**config.mk**
```make
export PLATFORM = sky130hd
export DESIGN_NAME = epoch_seconds_to_calendar_core
export DESIGN_NICKNAME = d
export VERILOG_FILES = /design/src/rtl/core/epsc_pkg.sv /design/src/rtl/core/epoch_seconds_to_calendar_core.sv /design/src/rtl/core/epsc_sub_unit.sv /design/src/rtl/core/epsc_seq.sv
export SDC_FILE = /design/constraint.sdc
export NUM_CORES = 1
export LEC_CHECK = 0
export BUFFER_PORTS_ARGS = -buffer_cell sky130_fd_sc_hd__buf_2
export CAP_MARGIN = 20
export CORE_MARGIN = 2
export CORE_UTILIZATION = 45
export CTS_BUF_LIST = sky130_fd_sc_hd__clkbuf_2 sky130_fd_sc_hd__clkbuf_4 sky130_fd_sc_hd__clkbuf_8
export DETAILED_ROUTE_END_ITERATION = 12
export GPL_TIMING_DRIVEN = 0
export PLACE_DENSITY = 0.71
export SLEW_MARGIN = 20
export SYNTH_ARGS = -nofsm -noshare
export SYNTH_HDL_FRONTEND = slang
export SYNTH_SLANG_ARGS = --single-unit
```
**constraint.sdc**
```tcl
create_clock -name i_clk -period 8.4 [get_ports i_clk]
set_input_delay 0.84 -clock i_clk [delete_from_list [all_inputs] [get_ports i_clk]]
set_output_delay 0.84 -clock i_clk [all_outputs]
set_load 0.01 [all_outputs]
```
**src/rtl/core/epsc_pkg.sv**
```systemverilog
`default_nettype none

package epsc_pkg;

    // Lengths in seconds of the periods that the converter takes off one at a time.
    localparam logic [31:0] SecYear     = 32'd31536000;
    localparam logic [31:0] SecLeapYear = 32'd31622400;
    localparam logic [31:0] SecMonth31  = 32'd2678400;
    localparam logic [31:0] SecMonth30  = 32'd2592000;
    localparam logic [31:0] SecMonth29  = 32'd2505600;
    localparam logic [31:0] SecMonth28  = 32'd2419200;
    localparam logic [31:0] SecTenDays  = 32'd864000;
    localparam logic [31:0] SecDay      = 32'd86400;
    localparam logic [31:0] SecTenHours = 32'd36000;
    localparam logic [31:0] SecHour     = 32'd3600;
    localparam logic [31:0] SecTenMins  = 32'd600;
    localparam logic [31:0] SecMinute   = 32'd60;

    // Start values: 1970-01-01 was a Thursday.
    localparam logic [7:0] EpochYear    = 8'd70;
    localparam logic [2:0] EpochWeekday = 3'd4;
    localparam logic [7:0] NonLeapCent  = 8'd200;

    // Sequencer states: idle, done and one per kind of period that is taken off.
    typedef enum logic [3:0] {
        S_IDLE,
        S_YEAR,
        S_MONTH,
        S_DAY10,
        S_DAY1,
        S_HOUR10,
        S_HOUR1,
        S_MIN10,
        S_MIN1,
        S_DONE
    } t_state;

    // Control from the sequencer to the shared subtract unit.
    typedef struct packed {
        logic        load;
        logic        sub;
        logic [31:0] step;
    } t_unit_ctrl;

    // Status from the shared subtract unit.
    typedef struct packed {
        logic ge;
    } t_unit_stat;

    // Calendar fields built up by the sequencer.
    typedef struct packed {
        logic [7:0] year;
        logic [3:0] month;
        logic [4:0] mday;
        logic [4:0] hour;
        logic [5:0] minute;
        logic [2:0] wday;
    } t_fields;

    // Leap rule on years 1970..2106 counted from 1900; 2000 is leap, 2100 is not.
    function automatic logic is_leap(input logic [7:0] y);
        return (y[1:0] == 2'd0) && (y != NonLeapCent);
    endfunction

    // Length of a month in seconds.
    function automatic logic [31:0] month_seconds(input logic [3:0] m, input logic leap);
        logic [31:0] s;
        s = SecMonth31;
        case (m)
            4'd1:                s = leap ? SecMonth29 : SecMonth28;
            4'd3, 4'd5, 4'd8, 4'd10: s = SecMonth30;
            default:             s = SecMonth31;
        endcase
        return s;
    endfunction

    // Weekday advance of a month: its length modulo 7.
    function automatic logic [1:0] month_wday_inc(input logic [3:0] m, input logic leap);
        logic [1:0] d;
        d = 2'd3;
        case (m)
            4'd1:                d = leap ? 2'd1 : 2'd0;
            4'd3, 4'd5, 4'd8, 4'd10: d = 2'd2;
            default:             d = 2'd3;
        endcase
        return d;
    endfunction

    // Weekday plus a small step, modulo 7.
    function automatic logic [2:0] wday_add(input logic [2:0] w, input logic [1:0] inc);
        logic [3:0] s;
        s = {1'b0, w} + {2'b00, inc};
        return (s >= 4'd7) ? 3'(s - 4'd7) : s[2:0];
    endfunction

endpackage

`default_nettype wire

```
**src/rtl/core/epoch_seconds_to_calendar_core.sv**
```systemverilog
`default_nettype none

// The conversion time is set by the year phase, which takes off one whole year per step, and
// by the month, day, hour and minute phases of the one shared 32-bit subtract and compare unit.
// Throughput: one beat at a time; busy is high from the cycle after acceptance until the
// strobe cycle, in which the next beat may already be accepted.
// The result is shown for exactly one cycle with o_valid; the receiver cannot stall.
// Reset (i_rst_n low, synchronous) returns the sequencer to idle and clears o_valid.
module epoch_seconds_to_calendar_core (
    input  wire logic        i_clk,
    input  wire logic        i_rst_n,
    input  wire logic        start,
    output logic             busy,
    input  wire logic [31:0] i_epoch_seconds,
    output logic             o_valid,
    output logic [7:0]       o_year_since_1900,
    output logic [3:0]       o_month_index,
    output logic [4:0]       o_day_of_month,
    output logic [4:0]       o_hour_of_day,
    output logic [5:0]       o_minute_of_hour,
    output logic [5:0]       o_second_of_minute,
    output logic [2:0]       o_day_of_week
);

    epsc_pkg::t_unit_ctrl ctrl;
    epsc_pkg::t_unit_stat stat;
    epsc_pkg::t_fields    fields;
    logic [31:0]          rem;
    logic                 done;

    logic                 r_valid;
    epsc_pkg::t_fields    r_fields;
    logic [5:0]           r_second;

    epsc_sub_unit u_sub (
        .i_clk   (i_clk),
        .i_value (i_epoch_seconds),
        .i_ctrl  (ctrl),
        .o_stat  (stat),
        .o_rem   (rem)
    );

    epsc_seq u_seq (
        .i_clk    (i_clk),
        .i_rst_n  (i_rst_n),
        .i_start  (start),
        .i_stat   (stat),
        .o_ctrl   (ctrl),
        .o_fields (fields),
        .o_busy   (busy),
        .o_done   (done)
    );

    // Result register; what is left of the count is below one minute at completion.
    always_ff @(posedge i_clk) begin
        if (!i_rst_n) begin
            r_valid <= 1'b0;
        end else begin
            r_valid <= done;
        end
    end

    always_ff @(posedge i_clk) begin
        if (done) begin
            r_fields <= fields;
            r_second <= rem[5:0];
        end
    end

    assign o_valid            = r_valid;
    assign o_year_since_1900  = r_fields.year;
    assign o_month_index      = r_fields.month;
    assign o_day_of_month     = r_fields.mday;
    assign o_hour_of_day      = r_fields.hour;
    assign o_minute_of_hour   = r_fields.minute;
    assign o_second_of_minute = r_second;
    assign o_day_of_week      = r_fields.wday;

endmodule

`default_nettype wire

```
**src/rtl/core/epsc_sub_unit.sv**
```systemverilog
`default_nettype none

module epsc_sub_unit (
    input  wire logic                  i_clk,
    input  wire logic [31:0]           i_value,
    input  wire epsc_pkg::t_unit_ctrl  i_ctrl,
    output epsc_pkg::t_unit_stat       o_stat,
    output logic [31:0]                o_rem
);

    logic [31:0] r_rem;
    logic [31:0] n_rem;
    logic [32:0] diff;

    // Shared subtractor; the borrow doubles as the compare.
    assign diff        = {1'b0, r_rem} - {1'b0, i_ctrl.step};
    assign o_stat.ge   = ~diff[32];
    assign o_rem       = r_rem;

    // Remainder takes the new count on load, else loses one period when it fits.
    always_comb begin
        n_rem = r_rem;
        if (i_ctrl.load) begin
            n_rem = i_value;
        end else if (i_ctrl.sub && o_stat.ge) begin
            n_rem = diff[31:0];
        end
    end

    always_ff @(posedge i_clk) begin
        r_rem <= n_rem;
    end

endmodule

`default_nettype wire

```
**src/rtl/core/epsc_seq.sv**
```systemverilog
`default_nettype none

module epsc_seq (
    input  wire logic                  i_clk,
    input  wire logic                  i_rst_n,
    input  wire logic                  i_start,
    input  wire epsc_pkg::t_unit_stat  i_stat,
    output epsc_pkg::t_unit_ctrl       o_ctrl,
    output epsc_pkg::t_fields          o_fields,
    output logic                       o_busy,
    output logic                       o_done
);

    epsc_pkg::t_state  r_state;
    epsc_pkg::t_state  n_state;
    epsc_pkg::t_fields r_f;
    epsc_pkg::t_fields n_f;
    logic              leap;

    assign leap     = epsc_pkg::is_leap(r_f.year);
    assign o_fields = r_f;

    // Next state: each phase repeats while its period still fits.
    always_comb begin
        n_state = r_state;
        unique case (r_state)
            epsc_pkg::S_IDLE:   if (i_start)     n_state = epsc_pkg::S_YEAR;
            epsc_pkg::S_YEAR:   if (!i_stat.ge)  n_state = epsc_pkg::S_MONTH;
            epsc_pkg::S_MONTH:  if (!i_stat.ge)  n_state = epsc_pkg::S_DAY10;
            epsc_pkg::S_DAY10:  if (!i_stat.ge)  n_state = epsc_pkg::S_DAY1;
            epsc_pkg::S_DAY1:   if (!i_stat.ge)  n_state = epsc_pkg::S_HOUR10;
            epsc_pkg::S_HOUR10: if (!i_stat.ge)  n_state = epsc_pkg::S_HOUR1;
            epsc_pkg::S_HOUR1:  if (!i_stat.ge)  n_state = epsc_pkg::S_MIN10;
            epsc_pkg::S_MIN10:  if (!i_stat.ge)  n_state = epsc_pkg::S_MIN1;
            epsc_pkg::S_MIN1:   if (!i_stat.ge)  n_state = epsc_pkg::S_DONE;
            epsc_pkg::S_DONE:   n_state = epsc_pkg::S_IDLE;
            default:            n_state = epsc_pkg::S_IDLE;
        endcase
    end

    // Outputs: unit control, busy, done and the period length of the current phase.
    always_comb begin
        o_ctrl.load = 1'b0;
        o_ctrl.sub  = 1'b1;
        o_ctrl.step = '0;
        o_busy      = 1'b1;
        o_done      = 1'b0;
        unique case (r_state)
            epsc_pkg::S_IDLE: begin
                o_ctrl.load = i_start;
                o_ctrl.sub  = 1'b0;
                o_busy      = 1'b0;
            end
            epsc_pkg::S_YEAR:   o_ctrl.step = leap ? epsc_pkg::SecLeapYear : epsc_pkg::SecYear;
            epsc_pkg::S_MONTH:  o_ctrl.step = epsc_pkg::month_seconds(r_f.month, leap);
            epsc_pkg::S_DAY10:  o_ctrl.step = epsc_pkg::SecTenDays;
            epsc_pkg::S_DAY1:   o_ctrl.step = epsc_pkg::SecDay;
            epsc_pkg::S_HOUR10: o_ctrl.step = epsc_pkg::SecTenHours;
            epsc_pkg::S_HOUR1:  o_ctrl.step = epsc_pkg::SecHour;
            epsc_pkg::S_MIN10:  o_ctrl.step = epsc_pkg::SecTenMins;
            epsc_pkg::S_MIN1:   o_ctrl.step = epsc_pkg::SecMinute;
            epsc_pkg::S_DONE: begin
                o_ctrl.sub = 1'b0;
                o_done     = 1'b1;
            end
            default: o_ctrl.sub = 1'b0;
        endcase
    end

    // Field counters advance with every period taken off; the weekday follows along.
    always_comb begin
        n_f = r_f;
        unique case (r_state)
            epsc_pkg::S_IDLE: begin
                if (i_start) begin
                    n_f.year   = epsc_pkg::EpochYear;
                    n_f.month  = '0;
                    n_f.mday   = 5'd1;
                    n_f.hour   = '0;
                    n_f.minute = '0;
                    n_f.wday   = epsc_pkg::EpochWeekday;
                end
            end
            epsc_pkg::S_YEAR: begin
                if (i_stat.ge) begin
                    n_f.year = r_f.year + 8'd1;
                    n_f.wday = epsc_pkg::wday_add(r_f.wday, leap ? 2'd2 : 2'd1);
                end
            end
            epsc_pkg::S_MONTH: begin
                if (i_stat.ge) begin
                    n_f.month = r_f.month + 4'd1;
                    n_f.wday  = epsc_pkg::wday_add(r_f.wday,
                                    epsc_pkg::month_wday_inc(r_f.month, leap));
                end
            end
            epsc_pkg::S_DAY10: begin
                if (i_stat.ge) begin
                    n_f.mday = r_f.mday + 5'd10;
                    n_f.wday = epsc_pkg::wday_add(r_f.wday, 2'd3);
                end
            end
            epsc_pkg::S_DAY1: begin
                if (i_stat.ge) begin
                    n_f.mday = r_f.mday + 5'd1;
                    n_f.wday = epsc_pkg::wday_add(r_f.wday, 2'd1);
                end
            end
            epsc_pkg::S_HOUR10: if (i_stat.ge) n_f.hour = r_f.hour + 5'd10;
            epsc_pkg::S_HOUR1:  if (i_stat.ge) n_f.hour = r_f.hour + 5'd1;
            epsc_pkg::S_MIN10:  if (i_stat.ge) n_f.minute = r_f.minute + 6'd10;
            epsc_pkg::S_MIN1:   if (i_stat.ge) n_f.minute = r_f.minute + 6'd1;
            default:            n_f = r_f;
        endcase
    end

    always_ff @(posedge i_clk) begin
        if (!i_rst_n) begin
            r_state <= epsc_pkg::S_IDLE;
        end else begin
            r_state <= n_state;
        end
    end

    always_ff @(posedge i_clk) begin
        r_f <= n_f;
    end

`ifndef ASSERT_OFF
    // An accepted beat always makes the sequencer busy on the next cycle.
    a_start_busy: assert property (@(posedge i_clk) disable iff (!i_rst_n)
        (i_start && !o_busy) |=> o_busy)
        else $error("accepted beat did not start the sequencer");

    // Completion lasts one cycle and leads back to idle.
    a_done_pulse: assert property (@(posedge i_clk) disable iff (!i_rst_n)
        o_done |=> (!o_done && !o_busy))
        else $error("done did not return to idle");

    // On completion the fields are in calendar range.
    a_done_range: assert property (@(posedge i_clk) disable iff (!i_rst_n)
        o_done |-> (r_f.month <= 4'd11 && r_f.mday >= 5'd1 && r_f.mday <= 5'd31
                    && r_f.hour <= 5'd23 && r_f.minute <= 6'd59 && r_f.wday <= 3'd6))
        else $error("calendar field out of range at completion");

    // The year phase never runs past the largest representable year.
    a_year_range: assert property (@(posedge i_clk) disable iff (!i_rst_n)
        o_busy |-> (r_f.year >= epsc_pkg::EpochYear && r_f.year <= 8'd206))
        else $error("year counter out of range");
`endif

endmodule

`default_nettype wire

```
# After elaboration in Yosys (flattened, before gate mapping)

Index checks and enable logic that the tools add are counted.

Bits in registers: 105
Logic and storage cells: 138

Order comparisons: 4
Reduce and logical (&&, ||, !) cells: 20
Equality and inequality tests: 32
Mux-type cells: 48
$add $sub $neg: 17
Bitwise logic cells: 1

Operators by type and width:

| cell                  | count |
|---|---|
| $pmux W32 S8          | 1 |
| $mux W32              | 2 |
| $pmux W32 S2          | 1 |
| $mux W4               | 10 |
| $mux W18              | 2 |
| $pmux W4 S9           | 1 |
| $ne A2 B2 Y1 const B  | 17 |
| $sub A32 B32 Y33      | 1 |
| $mux W31              | 1 |
| $pmux W5 S3           | 2 |
| $mux W3               | 8 |
| $eq A4 B3 Y1 const B  | 5 |
| $mux W5               | 4 |
| $pmux W6 S3           | 1 |
| $eq A4 B4 Y1 const B  | 4 |
| $ge A4 B3 Y1 const B  | 4 |
| $pmux W8 S2           | 1 |
| $pmux W3 S5           | 1 |
| $eq A4 B2 Y1 const B  | 3 |
| $mux W6               | 2 |
| $reduce_and A4 Y1     | 3 |
| $sub A3 B3 Y3 const B | 4 |
| $add A5 B1 Y5 const B | 2 |
| $add A5 B4 Y5 const B | 2 |
| 26 further kinds      | 40 |

# Depth between registers and ports, before layout

Word-level depth: 13
Mapped depth: 19

# By module

From an unflattened synthesis, not the netlist that was laid out.

Cell total of the unflattened synthesis: 794
Area, all modules: 7409.6 um^2

By module, submodules not included:

| module                         | times used | area an instance (um^2) | cells an instance | seq. area each (um^2) |
|---|---|---|---|---|
| epsc_sub_unit                  | 1          | 3240.6                  | 404               | 960.9 |
| epsc_seq                       | 1          | 3031.7                  | 351               | 1011.0 |
| epoch_seconds_to_calendar_core | 1          | 1137.3                  | 39                | 1131.1 |

# Worst setup path before layout

Ideal clock, no wire load.

Path kind: flip-flop to flip-flop
From: register u_seq.r_state[0]
To: register u_sub.r_rem[10] (netlist: u_sub.o_rem[10]) (enable)
Stages on the path, launching flop included: 16
Setup slack: 2466 ps
Arrival time: 5475 ps
Clock period less this slack: 5934 ps
Path through: dfxtp_1 -> clkbuf_1 -> nand2b_1 -> nor3_1 -> inv_1 -> clkbuf_1 -> o21ai_0 -> a21oi_1 -> ha_1 -> a21oi_1 -> o21ai_0 -> a31oi_1 -> or4b_1 -> o311a_2 -> o21a_1 -> o21ai_0

Word-level cells in the longest chain between the ends: 6

RTL lines:

| item                                       | RTL line            | text |
|---|---|---|
| from (decl)                                | epsc_seq.sv:14      | `epsc_pkg::t_state r_state;` |
| from (signal assigned)                     | epsc_seq.sv:119     | `r_state <= epsc_pkg::S_IDLE;` |
| from (signal assigned)                     | epsc_seq.sv:121     | `r_state <= n_state;` |
| $eq A4 B4 Y1, or another cell as far along | epsc_seq.sv:48      | `unique case (r_state)` |
| $pmux W32 S8                               | epsc_seq.sv:48      |  |
| $sub A32 B32 Y33                           | epsc_sub_unit.sv:16 | `assign diff = {1'b0, r_rem} - {1'b0, i_ctrl.step};` |
| $not A1 Y1                                 | epsc_sub_unit.sv:17 | `assign o_stat.ge = ~diff[32];` |
| $logic_and A1 B1 Y1                        | epsc_sub_unit.sv:25 | `end else if (i_ctrl.sub && o_stat.ge) begin` |
| $reduce_bool A2 Y1 (no line) (*)           | --                  |  |
| to (signal assigned)                       | epsc_sub_unit.sv:31 | `r_rem <= n_rem;` |
| to (decl)                                  | epsc_sub_unit.sv:11 | `logic [31:0] r_rem;` |

Every way passes the cells marked *; elsewhere a longest branch is shown, timed or not.
A chain may end at the register's enable or synchronous reset.

# Final worst setup path

From: register u_seq.r_state[0]
To: register u_seq.r_f, in the netlist u_seq.o_fields[19] (enable)

Word-level cells in the longest chain between the ends: 5

RTL lines:

| item                                       | RTL line            | text |
|---|---|---|
| $eq A4 B4 Y1, or another cell as far along | epsc_seq.sv:48      |  |
| $pmux W32 S8                               | epsc_seq.sv:48      |  |
| $sub A32 B32 Y33                           | epsc_sub_unit.sv:16 |  |
| $ne A2 B2 Y1 (no line)                     | --                  |  |
| $reduce_and A3 Y1 (no line) (*)            | --                  |  |
| to (signal assigned)                       | epsc_seq.sv:126     | `r_f <= n_f;` |
| to (decl)                                  | epsc_seq.sv:16      | `epsc_pkg::t_fields r_f;` |

Marked as above.

==> results.md <==
* Worst clock skew at approximately 0.011 ns
* Final Hold Vio Count at 0
* Crit Path Max Fanout at 12
* Syn Nets at slightly above 700
* Routability cong. at ~0.9
* Max Slew Vio Count at 0
* Seq cells post-synth at around 110
* Std-Cell Rows at 43
* Crit start category: flip-flop
* HP Class: flip-flop to flip-flop
* GRT Residual Overflow at 0
* Max frequency at between 0.15 and 0.2 GHz
* Slew @ Worst Pin at about 0.90 ns
* Nets at between 800 and 900
* Crit Path Class: flip-flop to flip-flop
* Fin area at 7290 um^2
* Starting Density at 0.462
* CP arrival at approximately 5.4 ns
* Via/cell ratio at between 5 and 6
* Max clock buf depth at 2
* Die height at around 120 um
* Max-slew headroom at 0.397
* Die width at roughly 120 um
* Pwr/cell area at ~240 nW/um^2
* # hold bufs at CTS at 0
* Synth top area cells: edfxtp_1 (47%), ha_1 (8.6%), a21oi_1 (4.3%), nand2_1 (3.8%), nor2_1 (3.8%)
* Post-synthesis sequential area ratio at 0.482
* Setup-failing EPs final at 0
* Syn_area_per_cell at around 10 um^2
* EDFF count, synth at 100
* Initial antenna violation count at 0
* Vias at about 5200
* Dpl cell area at just over 7000 um^2
* Number of unique standard cell types used by synthesis at 60
* Global-route wire length before repair at around 24000 um
* Vias in the first global route at approximately 5000
* Antenna diode instance count at 0
* Tmin final at 5.37 ns
* Final TNS setup at 0 ns
* Tot GR Track Use at 0.207
* Clock Sinks at about 110
* Max VDD drop at 0.131 mV
* Async set-reset flop share out of synthesis at 0
* Yosys top cell by area: edfxtp_1
* Die area at ~15000 um^2
* Status: completed
* Final wirelength at approximately 15000 um
* Max Cap Viol at 0
* Mapped Area at 6440 um^2
* Crit. End Element: flip-flop
* Number of I/O pins at 74
* DR iter-0 viols at 454
* Critical Path RT at 8.42 ns
* Layout cell share with drive strength beyond 1 at 0.147
* FILL cells at about 1300
* Commonest cells post-synth: edfxtp_1 (100), nand2_1 (65), nor2_1 (65)
* Input/output buffers at 73
* Final Cycle Share at 0.639
* Root buf cell: clkbuf_8
* Cts bufs inserted at 9
* Total number of H-tree levels at 3
* Largest net degree at the start of global routing at 31
* Pre-antenna DRT Iters at 6
* Mapped Cells at about 640
* Post-route ant nets at 0
* DRC at 0
* Count leader, synth: edfxtp_1
* Setup repair bufs after CTS at 0
* Synth-to-layout area growth at 13.2%
* Lkg Pwr at 2.74 nW
* Unrepaired setup endpoints after global routing: false
* Wire per inst at between 15 and 20 um
* Core area at between 10000 and 15000 um^2
* Clk_lat worst skew at roughly 0.40 ns
* Yosys Warn Count at 0
* DPL Wire Length at between 10000 and 15000 um
* Share of the synthesized area in the top cell type at 0.466
* Post-CTS Resized at 0
* Clock transition at path regs at about 0.1 ns
* Synth Flop Type: edfxtp_1
* CTS tree: yes
==> worst max-delay path, stage by stage (launching register included) <==
cell      delay (ns)
dfxtp_1         0.33
clkbuf_1        0.32
nand2b_1        0.21
nor3_2          0.57
inv_1           0.12
clkbuf_1        0.39
o21ai_0         0.23
a21oi_1         0.14
ha_1            0.40
a21oi_1         0.11
o21ai_0         0.25
a31oi_1         0.13
or4b_1          0.53
o311a_2         0.21
buf_4           0.21
nand2_1         0.07
o21ai_0         0.07
nor4_1          0.70
==> cells by family (layout without fill, tap and decap cells) <==
group	Yosys count	after routing	synth area share
adder cells (fa/ha/maj)	47	47	0.0949
AND/OR/NAND/NOR	216	216	0.156
XOR/XNOR	49	49	0.0667
multiplexers	3	3	0.00486
flip-flops	105	105	0.482
AO/OA/AOI/OAI	174	174	0.169
buffers and inverters	44	135	0.0266
==> placed cells by master (no fill, tap or decap), types with 18 or more instances in the layout <==
master      n
xor2_1     27
ha_1       44
inv_1      24
nand3_1    19
a21oi_1    55
o21ai_0    41
nand2_1    65
xnor2_1    22
nor2_1     64
edfxtp_1  100
nor3_1     18
buf_2      75
==> registers in the layout, indices dropped and copies added, names as in the netlist <==
register            count
o_month_index           4
o_valid                 1
u_seq.o_fields         31
u_seq.r_state           4
o_minute_of_hour        6
o_day_of_week           3
o_second_of_minute      6
o_day_of_month          5
u_sub.o_rem            32
o_hour_of_day           5
o_year_since_1900       8
==> power breakdown <==
group / total (mW) / switching, mW / internal [mW]
clock network: 0.295 / 0.186 / 0.110
registers: 0.719 / 0.0511 / 0.667
logic: 0.713 / 0.412 / 0.300
total: 1.73 / 0.649 / 1.08
==> final cells by class <==
cell class,instances,area [um^2],share of cell area
multi-input cells,489,3190,0.438
flip-flops and latches,105,3100,0.426
repair buffers,75,413,0.0567
well taps,180,225,0.0309
clock buffers,9,124,0.0170
inverters,25,93.8,0.0129
plain buffers,19,77.6,0.0106
clock inverters,7,56.3,0.00773
==> routing by layer <==
layer | vias up | part of all wire | GRT usage
li1 | 2520 | - | -
met1 | 2456 | 0.43 | 0.260
met2 | 204 | 0.49 | 0.353
met3 | 24 | 0.064 | 0.0499
met4 | 0 | 0.015 | 0.0639
met5 | - | 0 | 0
==> per-stage QoR <==
stage	setup slack, ns	total power, mW	hold slack [ns]	std cells	util
after CTS	2.67	1.72	0.430	909	0.522
after detailed placement	2.75	1.43	0.405	893	0.509
final	3.03	1.73	0.427	909	0.523
after global placement	0.305	1.39	0.404	891	0.504
after global routing	2.62	1.84	0.453	909	0.523
after floorplan	2.47	1.26	0.400	638	-
==> final timing paths <==
| check | startpoint | end | slack [ns] | cells past startpoint |
|---|---|---|---|---|
| hold reg to reg | u_sub.o_rem[0] | o_second_of_minute[0] | 0.43 | 0 |
| hold / removal | u_sub.o_rem[0] | o_second_of_minute[0] | 0.43 | 0 |
| setup reg to reg | u_seq.r_state[0] | u_seq.o_fields[19] | 3.03 | 17 |
| setup / recovery | u_seq.r_state[0] | u_seq.o_fields[19] | 3.03 | 17 |
Note: power is estimated with default switching activity, not from simulation.
